## src/hw/rtl/pfc_pkg.sv

```systemverilog
// Shared types and constants for the packet framer with CRC-16.
// Used by the controller, the datapath and the top level.
package pfc_pkg;

  // Default frame and packet sizes
  localparam int PFC_FRAME_BYTES      = 25;
  localparam int PFC_MAX_PACKET_BYTES = 825;

  // CRC-16 settings: MSB first, no reflection, no final xor
  localparam logic [15:0] PFC_CRC_POLY = 16'h5935;
  localparam logic [15:0] PFC_CRC_INIT = 16'hFFFF;

  // What the datapath puts into the output register
  typedef enum logic [2:0] {
    EMIT_OVF,
    EMIT_DATA,
    EMIT_HI,
    EMIT_LO,
    EMIT_PAD
  } emit_kind_t;

  // Controller to datapath command
  typedef struct packed {
    logic       load;
    emit_kind_t kind;
    logic       run_end;
    logic       clear;
  } pfc_cmd_t;

  // Datapath to controller status
  typedef struct packed {
    logic out_free;
    logic drop;
    logic at_frame_end;
  } pfc_stat_t;

  // Advance the CRC by one byte, one bit per step
  function automatic logic [15:0] crc16_byte(input logic [15:0] crc_in,
                                             input logic [7:0]  data);
    logic [15:0] c;
    c = crc_in ^ {data, 8'h00};
    for (int i = 0; i < 8; i++) begin
      if (c[15]) begin
        c = {c[14:0], 1'b0} ^ PFC_CRC_POLY;
      end else begin
        c = {c[14:0], 1'b0};
      end
    end
    return c;
  endfunction

endpackage

```

## src/hw/rtl/pfc_in_if.sv

```systemverilog
// Input channel: one payload byte per request with a last-byte flag.
// Stands alone; no package needed.
interface pfc_in_if;
  logic       valid;
  logic       ready;
  logic [7:0] data_byte;
  logic       last_byte;

  modport source (output valid, output data_byte, output last_byte, input ready);
  modport sink   (input valid, input data_byte, input last_byte, output ready);
endinterface

```

## src/hw/rtl/pfc_out_if.sv

```systemverilog
// Result channel: one frame byte per request with position and framing flags.
// Stands alone; no package needed.
interface pfc_out_if;
  logic       valid;
  logic       ready;
  logic [7:0] frame_byte;
  logic [4:0] byte_position;
  logic       frame_end;
  logic       end_of_packet;
  logic [5:0] frame_meta;
  logic       overflow_error;
  logic       last_of_run;

  modport source (output valid, output frame_byte, output byte_position, output frame_end,
                  output end_of_packet, output frame_meta, output overflow_error,
                  output last_of_run, input ready);
  modport sink   (input valid, input frame_byte, input byte_position, input frame_end,
                  input end_of_packet, input frame_meta, input overflow_error,
                  input last_of_run, output ready);
endinterface

```

## src/hw/rtl/pfc_ctrl.sv

```systemverilog
// Framer controller: accepts payload bytes and sequences the CRC and padding tail.
// Depends on pfc_pkg for the command and status types.
module pfc_ctrl
  import pfc_pkg::*;
(
  input  logic      clk,
  input  logic      rst_n,
  input  logic      in_valid,
  input  logic      in_last,
  output logic      in_ready,
  input  pfc_stat_t stat,
  output pfc_cmd_t  cmd
);

  localparam logic [1:0] S_IDLE = 2'd0;
  localparam logic [1:0] S_HI   = 2'd1;
  localparam logic [1:0] S_LO   = 2'd2;
  localparam logic [1:0] S_PAD  = 2'd3;

  logic [1:0] state_r;
  logic [1:0] state_nxt;

  // Take a request only between packets' tails and with room in the output
  assign in_ready = (state_r == S_IDLE) && stat.out_free;

  // Decide the next emit and state
  always_comb begin
    state_nxt   = state_r;
    cmd.load    = 1'b0;
    cmd.kind    = EMIT_DATA;
    cmd.run_end = 1'b0;
    cmd.clear   = 1'b0;
    case (state_r)
      S_IDLE: begin
        if (in_valid && in_ready) begin
          cmd.load = 1'b1;
          if (stat.drop) begin
            cmd.kind    = EMIT_OVF;
            cmd.run_end = 1'b1;
            cmd.clear   = in_last;
          end else begin
            cmd.kind    = EMIT_DATA;
            cmd.run_end = !in_last;
            if (in_last) begin
              state_nxt = S_HI;
            end
          end
        end
      end
      S_HI: begin
        if (stat.out_free) begin
          cmd.load  = 1'b1;
          cmd.kind  = EMIT_HI;
          state_nxt = S_LO;
        end
      end
      S_LO, S_PAD: begin
        if (stat.out_free) begin
          cmd.load = 1'b1;
          cmd.kind = (state_r == S_LO) ? EMIT_LO : EMIT_PAD;
          if (stat.at_frame_end) begin
            cmd.run_end = 1'b1;
            cmd.clear   = 1'b1;
            state_nxt   = S_IDLE;
          end else begin
            state_nxt = S_PAD;
          end
        end
      end
      default: begin
        state_nxt = S_IDLE;
      end
    endcase
  end

  // Advance state
  always_ff @(posedge clk) begin
    if (!rst_n) begin
      state_r <= S_IDLE;
    end else begin
      state_r <= state_nxt;
    end
  end

endmodule

```

## src/hw/rtl/pfc_datapath.sv

```systemverilog
// Framer datapath: CRC, frame position, counters and the output register.
// Depends on pfc_pkg and drives the result channel through pfc_out_if.
module pfc_datapath
  import pfc_pkg::*;
#(
  parameter int FRAME_BYTES      = PFC_FRAME_BYTES,
  parameter int MAX_PACKET_BYTES = PFC_MAX_PACKET_BYTES
) (
  input  logic       clk,
  input  logic       rst_n,
  input  logic [7:0] in_data_byte,
  input  logic       in_last_byte,
  input  pfc_cmd_t   cmd,
  output pfc_stat_t  stat,
  pfc_out_if.source  out_chan
);

  localparam int PW = $clog2(FRAME_BYTES);
  localparam int UW = $clog2(FRAME_BYTES + 1);
  localparam int BW = $clog2(MAX_PACKET_BYTES + 4);
  localparam logic [PW-1:0] POS_LAST = PW'(FRAME_BYTES - 1);
  localparam logic [PW+1:0] FRAME_W  = (PW+2)'(FRAME_BYTES);
  localparam logic [BW-1:0] MAX_W    = BW'(MAX_PACKET_BYTES);

  // Packet state
  logic [15:0]   crc_r;
  logic [PW-1:0] pos_r;
  logic [5:0]    cnt_r;
  logic [BW-1:0] bytes_r;
  logic          ovf_r;
  logic [UW-1:0] used_r;
  logic          eop_hi_r;

  // Output register
  logic       ov_r;
  logic [7:0] ob_r;
  logic [4:0] opos_r;
  logic       ofe_r;
  logic       oeop_r;
  logic [5:0] ometa_r;
  logic       oerr_r;
  logic       olor_r;

  logic [PW+1:0] pos_w;
  logic [PW+1:0] lo_sum;
  logic [PW+1:0] lo_pos;
  logic [PW-1:0] pos_inc;
  logic          fend;
  logic          eop_data;
  logic          eop_hi_calc;
  logic [UW-1:0] used_calc;
  logic [15:0]   crc_nxt;
  logic [7:0]    emit_byte;
  logic          emit_eop;
  logic [5:0]    emit_meta;

  // Frame position arithmetic
  assign pos_w       = (PW+2)'(pos_r);
  assign fend        = (pos_r == POS_LAST);
  assign pos_inc     = fend ? '0 : pos_r + 1'b1;
  assign lo_sum      = pos_w + 2'd2;
  assign lo_pos      = (lo_sum >= FRAME_W) ? lo_sum - FRAME_W : lo_sum;
  assign used_calc   = UW'(lo_pos + 1'b1);
  assign eop_data    = in_last_byte && ((pos_w + 2'd3) <= FRAME_W);
  assign eop_hi_calc = (((PW+2)'(pos_inc)) + 2'd2) <= FRAME_W;
  assign crc_nxt     = crc16_byte(crc_r, in_data_byte);

  // Select the byte and final-frame flag for this emit
  always_comb begin
    case (cmd.kind)
      EMIT_DATA: begin
        emit_byte = in_data_byte;
        emit_eop  = eop_data;
      end
      EMIT_HI: begin
        emit_byte = crc_r[15:8];
        emit_eop  = eop_hi_r;
      end
      EMIT_LO: begin
        emit_byte = crc_r[7:0];
        emit_eop  = 1'b1;
      end
      default: begin
        emit_byte = 8'h00;
        emit_eop  = 1'b1;
      end
    endcase
  end

  assign emit_meta = !fend ? 6'd0 : (emit_eop ? 6'(used_r) : cnt_r);

  // Status to the controller
  assign stat.out_free     = !ov_r || out_chan.ready;
  assign stat.drop         = ovf_r || ((bytes_r + BW'(3)) > MAX_W);
  assign stat.at_frame_end = fend;

  // Update packet state and the output register
  always_ff @(posedge clk) begin
    if (!rst_n) begin
      crc_r    <= PFC_CRC_INIT;
      pos_r    <= '0;
      cnt_r    <= '0;
      bytes_r  <= '0;
      ovf_r    <= 1'b0;
      used_r   <= '0;
      eop_hi_r <= 1'b0;
      ov_r     <= 1'b0;
    end else begin
      if (out_chan.ready) begin
        ov_r <= 1'b0;
      end
      if (cmd.load) begin
        ov_r   <= 1'b1;
        olor_r <= cmd.run_end;
        if (cmd.kind == EMIT_OVF) begin
          ob_r    <= 8'h00;
          opos_r  <= 5'd0;
          ofe_r   <= 1'b0;
          oeop_r  <= 1'b0;
          ometa_r <= 6'd0;
          oerr_r  <= 1'b1;
          ovf_r   <= 1'b1;
        end else begin
          ob_r    <= emit_byte;
          opos_r  <= 5'(pos_r);
          ofe_r   <= fend;
          oeop_r  <= emit_eop;
          ometa_r <= emit_meta;
          oerr_r  <= 1'b0;
          pos_r   <= pos_inc;
          if (fend && !emit_eop) begin
            cnt_r <= cnt_r + 1'b1;
          end
          if (cmd.kind == EMIT_DATA) begin
            crc_r   <= crc_nxt;
            bytes_r <= bytes_r + 1'b1;
            if (in_last_byte) begin
              used_r   <= used_calc;
              eop_hi_r <= eop_hi_calc;
            end
          end
        end
        // Drop the packet state but eop_hi_r at the packet's end
        if (cmd.clear) begin
          crc_r   <= PFC_CRC_INIT;
          pos_r   <= '0;
          cnt_r   <= '0;
          bytes_r <= '0;
          ovf_r   <= 1'b0;
          used_r  <= '0;
        end
      end
    end
  end

  assign out_chan.valid          = ov_r;
  assign out_chan.frame_byte     = ob_r;
  assign out_chan.byte_position  = opos_r;
  assign out_chan.frame_end      = ofe_r;
  assign out_chan.end_of_packet  = oeop_r;
  assign out_chan.frame_meta     = ometa_r;
  assign out_chan.overflow_error = oerr_r;
  assign out_chan.last_of_run    = olor_r;

endmodule

```

## src/hw/rtl/packet_framer_with_crc.sv

```systemverilog
// Top level of the packet framer with M17-style CRC-16.
// Depends on pfc_pkg, pfc_in_if, pfc_out_if, pfc_ctrl and pfc_datapath.
//
// Payload bytes enter one per request and each leaves at once at its place in
// a FRAME_BYTES-long frame, so bytes can stream back to back while the output
// is free. The final byte of a packet is followed by the CRC high and low
// bytes and zero padding to the frame's end: that byte holds the input until
// the tail is out, since the single output register sends one frame byte per
// cycle while the result channel is ready. A byte past the length limit gives
// one flagged result. Full frames carry the frame counter at their last byte,
// the final frame its used byte count. No clearing pass follows reset.
module packet_framer_with_crc
  import pfc_pkg::*;
#(
  parameter int FRAME_BYTES      = PFC_FRAME_BYTES,
  parameter int MAX_PACKET_BYTES = PFC_MAX_PACKET_BYTES
) (
  input  logic     clk,
  input  logic     rst_n,
  pfc_in_if.sink   in_chan,
  pfc_out_if.source out_chan
);

  pfc_cmd_t  cmd;
  pfc_stat_t stat;

  // Sequence requests and the tail
  pfc_ctrl u_ctrl (
    .clk      (clk),
    .rst_n    (rst_n),
    .in_valid (in_chan.valid),
    .in_last  (in_chan.last_byte),
    .in_ready (in_chan.ready),
    .stat     (stat),
    .cmd      (cmd)
  );

  // Hold packet state and drive results
  pfc_datapath #(
    .FRAME_BYTES      (FRAME_BYTES),
    .MAX_PACKET_BYTES (MAX_PACKET_BYTES)
  ) u_datapath (
    .clk          (clk),
    .rst_n        (rst_n),
    .in_data_byte (in_chan.data_byte),
    .in_last_byte (in_chan.last_byte),
    .cmd          (cmd),
    .stat         (stat),
    .out_chan     (out_chan)
  );

endmodule

```

## src/flat_wrapper.sv

```systemverilog
// flat-port wrapper written by rule: the top's interface ports become plain ports
module packet_framer_with_crc_flat import pfc_pkg::*;
#(
  parameter int FRAME_BYTES      = PFC_FRAME_BYTES,
  parameter int MAX_PACKET_BYTES = PFC_MAX_PACKET_BYTES
)
  (clk, rst_n, in_chan_valid, in_chan_data_byte, in_chan_last_byte, in_chan_ready, out_chan_valid, out_chan_frame_byte, out_chan_byte_position, out_chan_frame_end, out_chan_end_of_packet, out_chan_frame_meta, out_chan_overflow_error, out_chan_last_of_run, out_chan_ready);
  pfc_in_if in_chan_i ();
  pfc_out_if out_chan_i ();
  input  logic clk;
  input  logic rst_n;
  input wire logic [$bits(in_chan_i.valid)-1:0] in_chan_valid;
  input wire logic [$bits(in_chan_i.data_byte)-1:0] in_chan_data_byte;
  input wire logic [$bits(in_chan_i.last_byte)-1:0] in_chan_last_byte;
  output wire logic [$bits(in_chan_i.ready)-1:0] in_chan_ready;
  output wire logic [$bits(out_chan_i.valid)-1:0] out_chan_valid;
  output wire logic [$bits(out_chan_i.frame_byte)-1:0] out_chan_frame_byte;
  output wire logic [$bits(out_chan_i.byte_position)-1:0] out_chan_byte_position;
  output wire logic [$bits(out_chan_i.frame_end)-1:0] out_chan_frame_end;
  output wire logic [$bits(out_chan_i.end_of_packet)-1:0] out_chan_end_of_packet;
  output wire logic [$bits(out_chan_i.frame_meta)-1:0] out_chan_frame_meta;
  output wire logic [$bits(out_chan_i.overflow_error)-1:0] out_chan_overflow_error;
  output wire logic [$bits(out_chan_i.last_of_run)-1:0] out_chan_last_of_run;
  input wire logic [$bits(out_chan_i.ready)-1:0] out_chan_ready;
  assign in_chan_i.valid = in_chan_valid;
  assign in_chan_i.data_byte = in_chan_data_byte;
  assign in_chan_i.last_byte = in_chan_last_byte;
  assign in_chan_ready = in_chan_i.ready;
  assign out_chan_valid = out_chan_i.valid;
  assign out_chan_frame_byte = out_chan_i.frame_byte;
  assign out_chan_byte_position = out_chan_i.byte_position;
  assign out_chan_frame_end = out_chan_i.frame_end;
  assign out_chan_end_of_packet = out_chan_i.end_of_packet;
  assign out_chan_frame_meta = out_chan_i.frame_meta;
  assign out_chan_overflow_error = out_chan_i.overflow_error;
  assign out_chan_last_of_run = out_chan_i.last_of_run;
  assign out_chan_i.ready = out_chan_ready;
  packet_framer_with_crc #(.FRAME_BYTES(FRAME_BYTES), .MAX_PACKET_BYTES(MAX_PACKET_BYTES)) u_core (.clk(clk), .rst_n(rst_n), .in_chan(in_chan_i), .out_chan(out_chan_i));
endmodule
```

## config.mk

```make
export PLATFORM = sky130hd
export DESIGN_NAME = packet_framer_with_crc_flat
export DESIGN_NICKNAME = d
export VERILOG_FILES = /design/src/hw/rtl/pfc_pkg.sv /design/src/hw/rtl/pfc_in_if.sv /design/src/hw/rtl/pfc_out_if.sv /design/src/hw/rtl/pfc_ctrl.sv /design/src/hw/rtl/pfc_datapath.sv /design/src/hw/rtl/packet_framer_with_crc.sv /design/src/flat_wrapper.sv
export SDC_FILE = /design/constraint.sdc
export NUM_CORES = 1
export LEC_CHECK = 0
export ABC_AREA = 1
export BUFFER_PORTS_ARGS = -buffer_cell sky130_fd_sc_hd__clkbuf_2
export CORE_MARGIN = 3
export CORE_UTILIZATION = 58
export DETAILED_ROUTE_END_ITERATION = 12
export PLACE_DENSITY = 0.78
export SYNTH_ARGS = -nofsm -noshare
export SYNTH_HDL_FRONTEND = slang
export SYNTH_HIERARCHICAL = 1
export SYNTH_SLANG_ARGS = --single-unit
```

## constraint.sdc

```tcl
create_clock -name clk -period 7.3 [get_ports clk]
set_input_delay 0.365 -clock clk [delete_from_list [all_inputs] [get_ports clk]]
set_output_delay 0.365 -clock clk [all_outputs]
set_load 0.03 [all_outputs]
```

Yosys cells after proc, flatten, opt, wreduce, memory -nomap -nowiden
Index checks and enable logic that the tools add are counted.
Storage, ports and cells
  input port bits: 13
  bits in registers: 70
  word-level logic and storage cells: 130
Cells by class
  bitwise operators: 11
  reductions and logical operators: 27
  multiplexer cells: 49
  $add $sub $neg: 9
  $lt $le $gt $ge: 4
  equal/unequal tests: 13
Operators with widths (number)
  $mux W15: 8
  $not A8 Y8: 8
  $mux W16: 3
  $mux W5: 9
  $mux W10: 3
  $mux W6: 5
  $pmux W8 S3: 1
  $add A5 B2 Y6 const B: 3
  $mux W2: 8
  $xor A16 B16 Y16: 1
  $le A6 B5 Y1 const B: 2
  $pmux W4 S3: 1
  $add A10 B1 Y10 const B: 1
  $add A10 B2 Y10 const B: 1
  $add A5 B1 Y5 const B: 2
  $gt A10 B10 Y1 const B: 1
  $reduce_bool A2 Y1: 5
  $ne A2 B2 Y1 const B: 4
  $reduce_and A4 Y1: 2
  $add A6 B1 Y6 const B: 1
  $eq A3 B2 Y1 const B: 2
  $ge A6 B5 Y1 const B: 1
  $mux W1: 6
  $pmux W2 S3: 1
  21 further kinds: 34

Depth between registers and ports, before layout
  depth after elaboration: 20
  mapped depth: 23

By module
Netlist, hierarchy kept.
Modules (own cells, without submodules)
  pfc_datapath: instances 1, sequential area each 1591.5 um2, area each 4352.9 um2, cells an instance 568
  pfc_ctrl: instances 1, sequential area each 40.0 um2, area each 195.2 um2, cells an instance 36

Worst setup path before layout
Ideal clock, no wire load.
  kind: reg2reg
  from: register u_core.u_datapath.bytes_r[0]
  to: register u_core.u_datapath.ometa_r[0] (netlist: u_core/u_datapath/out_chan.frame_meta[0]) (data pin)
  stages on the path, launching flop included: 22
  slack: 4.615 ns
  buffers on the path: 0
  data arrival time: 2.426 ns
  cell sequence: dfxtp_1 > inv_1 > ha_1 > nor2_1 > nand2_1 > nor2_1 > xor2_1 > nand2_1 > nor2_1 > o21ai_1 > nand3_1 > o21ai_0 > inv_1 > nand2_4 > clkinv_2 > nand2_1 > nor2_1 > nand2_1 > nand2_1 > inv_2 > o21ai_0 > a21oi_1
RTL lines
  from (decl): RTL line pfc_datapath.sv:29  | logic [BW-1:0] bytes_r;
  from (signal assigned): RTL line pfc_datapath.sv:136  | bytes_r <= bytes_r + 1'b1;
  to (signal assigned): RTL line pfc_datapath.sv:128  | ometa_r <= emit_meta;
  to (decl): RTL line pfc_datapath.sv:40  | logic [5:0] ometa_r;

==> results by group <==
Status
  • Status: complete, no violations

Layout
  • Most common cell after layout, fill and taps aside: nand2_1
  • Final #Nets: ~670
  • Final core utilization: around 68%
  • Ant. Diodes: 0
  • Most frequent cells in the layout: nand2_1, inv_1, nand3_1
  • Area added between synthesis and finish: 11.11%
  • Final non-filler cell total: 747
  • Layout cells sized above 1: 19.29%

Synth
  • Syn_nets: 632
  • Synth top area share: roughly a fifth
  • Post-synthesis sequential area ratio: between 30% and 40%
  • Mapped Area: 4548 um2
  • Avg Cell Area, Syn: between 7 and 8 um2
  • EDFF count, synth: 23
  • FF+latch count, synth: 70
  • Ys flop type: dfxtp_1
  • Synth cell types: 46
  • Largest area contributor in the netlist: dfxtp_1
  • Ys async rst share: 0%
  • Synth Instances: roughly 600
  • YS warnings: 6
  • Synth top area cells: dfxtp_1, edfxtp_1, nand2_1

Clock network
  • CTS tree: yes
  • Setup repair bufs after CTS: 0
  • Clock sink count: 70
  • Cts bufs inserted: 9
  • Post-cts hold buffer count: 0
  • CTS resizes: 0
  • Clock Tree Root: clkbuf_8
  • H-Tree Level Count: 3
  • Largest buffer count on any clock path: 2
  • Worst skew pair latency: 0.36 ns
  • Clk slew on worst S/H paths: approximately 0.080 ns

Global routing
  • M1 GR Usage: between 30% and 40%
  • Most Crowded Layer GR: met2
  • M3 GR Usage: slightly above 4%
  • Total congestion overflow: 0
  • Largest net degree at the start of global routing: 24
  • All-Layer GR Usage: 25.21%
  • Initial antenna violation count: 0
  • First-pass GRT wire length: 17.70 mm
  • M2 GR Usage: roughly two fifths
  • Vias in the first global route: slightly below 4000

Floorplan
  • Die height: about 95 um
  • Std cell rows: 31
  • Die extent in x: approximately 95 um
  • Die ar.: ~8900 um2
  • Io pins: 38
  • Starting Density: slightly above 60%
  • Core area: about 7400 um2

Timing
  • Max_slew headroom: approximately two fifths
  • Clock skew: about 0.014 ns
  • Max Fclk: 0.2900 GHz
  • Setup TNS: 0 ns
  • Final period util: 47.23%
  • Final Hold Vio Count: 0
  • Slew Limit Fails: 0
  • RSZ-0062 raised after global routing: false
  • Fin crit period: between 3 and 4 ns
  • Final setup viols: 0
  • Worst-Margin Slew: about 0.89 ns

Power
  • Worst vdd ir: about 0.00024 V
  • Total power: 2.130 mW
  • Cell area power density: around 420 nW/um2
  • Pleak: between 2 and 2.5 nW

Detailed routing
  • Via-to-Cell Ratio: around 5.5
  • Post-DRT Antenna Nets: 0
  • DRT Pass-1 Iters: 5
  • Via count: between 4000 and 5000
  • Routed wire per std cell: around 14 um
  • Total Wirelength: around 11 mm
  • Number of DRC markers in iteration 0: approximately 280
  • Drc violations: 0

Worst setup path
  • WP data arrival: ~3.7 ns
  • Crit path largest cell delay: 0.61 ns
  • CP Class: flop to flop
  • CP required: about 7.5 ns
  • Critical-path cell list: inv_1, ha_1, nor2_1, nand2_1, xor2_1, a21oi_1, o21ai_0, o21ai_1, nand2_1, o21ai_1, nand2_4, nand2_2, nand2_2, nor2_4, inv_2, nor3_4, nand3_1, nand2_1, a21oi_1
  • Crit path launch type: flop
  • Crit-path max FO: 11
  • Buf/Inv on CP: 2
  • Slowest CP cell: o21ai_1
  • Delay-heaviest family, CP: simple AND/OR/NAND/NOR gates
  • Crit end category: flop
  • Most common cell on crit path: nand2_1

Place
  • Routability congestion estimate: just over 0.9
  • Buffers on Ports: 37
  • Post-DP HPWL: slightly below 8 mm
  • DP Cell Count: around 730

Job
  • Max Cap Viol: 0

Min path
  • Worst min path class: input pin to flop
-- worst min-delay path, stage by stage --
cell and delay (ns):
clkbuf_2 0.13, nand2_1 0.08, nor2_1 0.03
-- per-stage QoR --
| step | cell area, um2 | worst slack, ns | hold slack, ns |
|---|---|---|---|
| floorplan | 4548 | 4.615 | 0.4324 |
| global placement | 4802 | 4.080 | 0.4454 |
| detailed placement | 4802 | 3.937 | 0.4464 |
| CTS | 5054 | 3.907 | 0.2671 |
| global route | 5054 | 3.382 | 0.2963 |
| finish | 5054 | 3.852 | 0.2844 |
-- flip-flops by register name, indices dropped and copies added, names as in the netlist --
signal and flops:
u_core/u_datapath/bytes_r 10, u_core/u_datapath/out_chan.frame_end 1, u_core/u_datapath/cnt_r 6, u_core/u_datapath/out_chan.end_of_packet 1, u_core/u_datapath/out_chan.frame_meta 6, u_core/u_datapath/out_chan.valid 1, u_core/u_datapath/eop_hi_r 1, u_core/u_datapath/pos_r 5
u_core/u_datapath/used_r 5, u_core/u_datapath/crc_r 16, u_core/u_datapath/ovf_r 1, u_core/u_datapath/out_chan.byte_position 5, u_core/u_datapath/out_chan.frame_byte 8, u_core/u_datapath/out_chan.last_of_run 1, u_core/u_ctrl/state_r 2, u_core/u_datapath/out_chan.overflow_error 1
-- path summary, 6_finish.rpt --
path | from | endpoint | slack [ns] | cells past startpoint
setup / recovery | u_core/u_datapath/bytes_r[0] | u_core/u_datapath/bytes_r[9] | 3.85 | 19
hold reg to reg | u_core/u_datapath/ovf_r | u_core/u_datapath/ovf_r | 0.46 | 2
hold / removal | rst_n | u_core/u_ctrl/state_r[1] | 0.28 | 3
setup reg to reg | u_core/u_datapath/bytes_r[0] | u_core/u_datapath/bytes_r[9] | 3.85 | 19
-- where the power goes --
part / internal [mW] / total, mW / leakage [nW] / switching [mW]
combinational: 0.350 / 1.13 / 1.56 / 0.782
sequential: 0.524 / 0.599 / 0.608 / 0.0747
clock: 0.232 / 0.400 / 0.126 / 0.168
total: 1.11 / 2.13 / 2.29 / 1.02
-- routing by layer --
layer  vias to the layer above  share of wire [%]
li1                       2052                  -
met1                      1874                 44
met2                       141                 48
met3                        28                5.7
met4                         0                2.4
met5                         -                  0
-- cell families (layout without fill, tap and decap cells) --
family | after synthesis | count (layout) | synth area share, %
XOR/XNOR | 39 | 39 | 8.171
flip-flops | 70 | 70 | 35.87
buffers and inverters | 86 | 130 | 7.593
AND/OR/NAND/NOR | 294 | 294 | 31.58
AO/OA/AOI/OAI | 100 | 100 | 12.65
adder cells (fa/ha/maj) | 15 | 15 | 4.127
-- synthesized netlist by cell type, types with 3 or more instances --
cell and instances:
nand2_1 143, inv_1 58, nand3_1 48, dfxtp_1 47, a21oi_1 44, nor2_1 41
o21ai_0 30, xor2_1 27, edfxtp_1 23, nand2_2 21, inv_2 16, ha_1 15
nand2_4 9, nor3_1 9, xnor2_1 8, nor2_2 7, o21ai_1 7, o221ai_1 5
nand4_1 4, buf_4 3, clkbuf_1 3, nor2_4 3
-- final cells by class --
| cell class | instances | area, um2 |
|---|---|---|
| Timing Repair Buffer | 37 | 185.2 |
| Tap cell | 99 | 123.9 |
| Clock inverter | 7 | 127.6 |
| Clock buffer | 9 | 123.9 |
| Fill cell | 637 | 2394 |
| Multi-Input combinational cell | 448 | 2571 |
| Sequential cell | 70 | 1632 |
| Inverter | 77 | 290.3 |
Note: power is estimated with default switching activity, not from simulation.
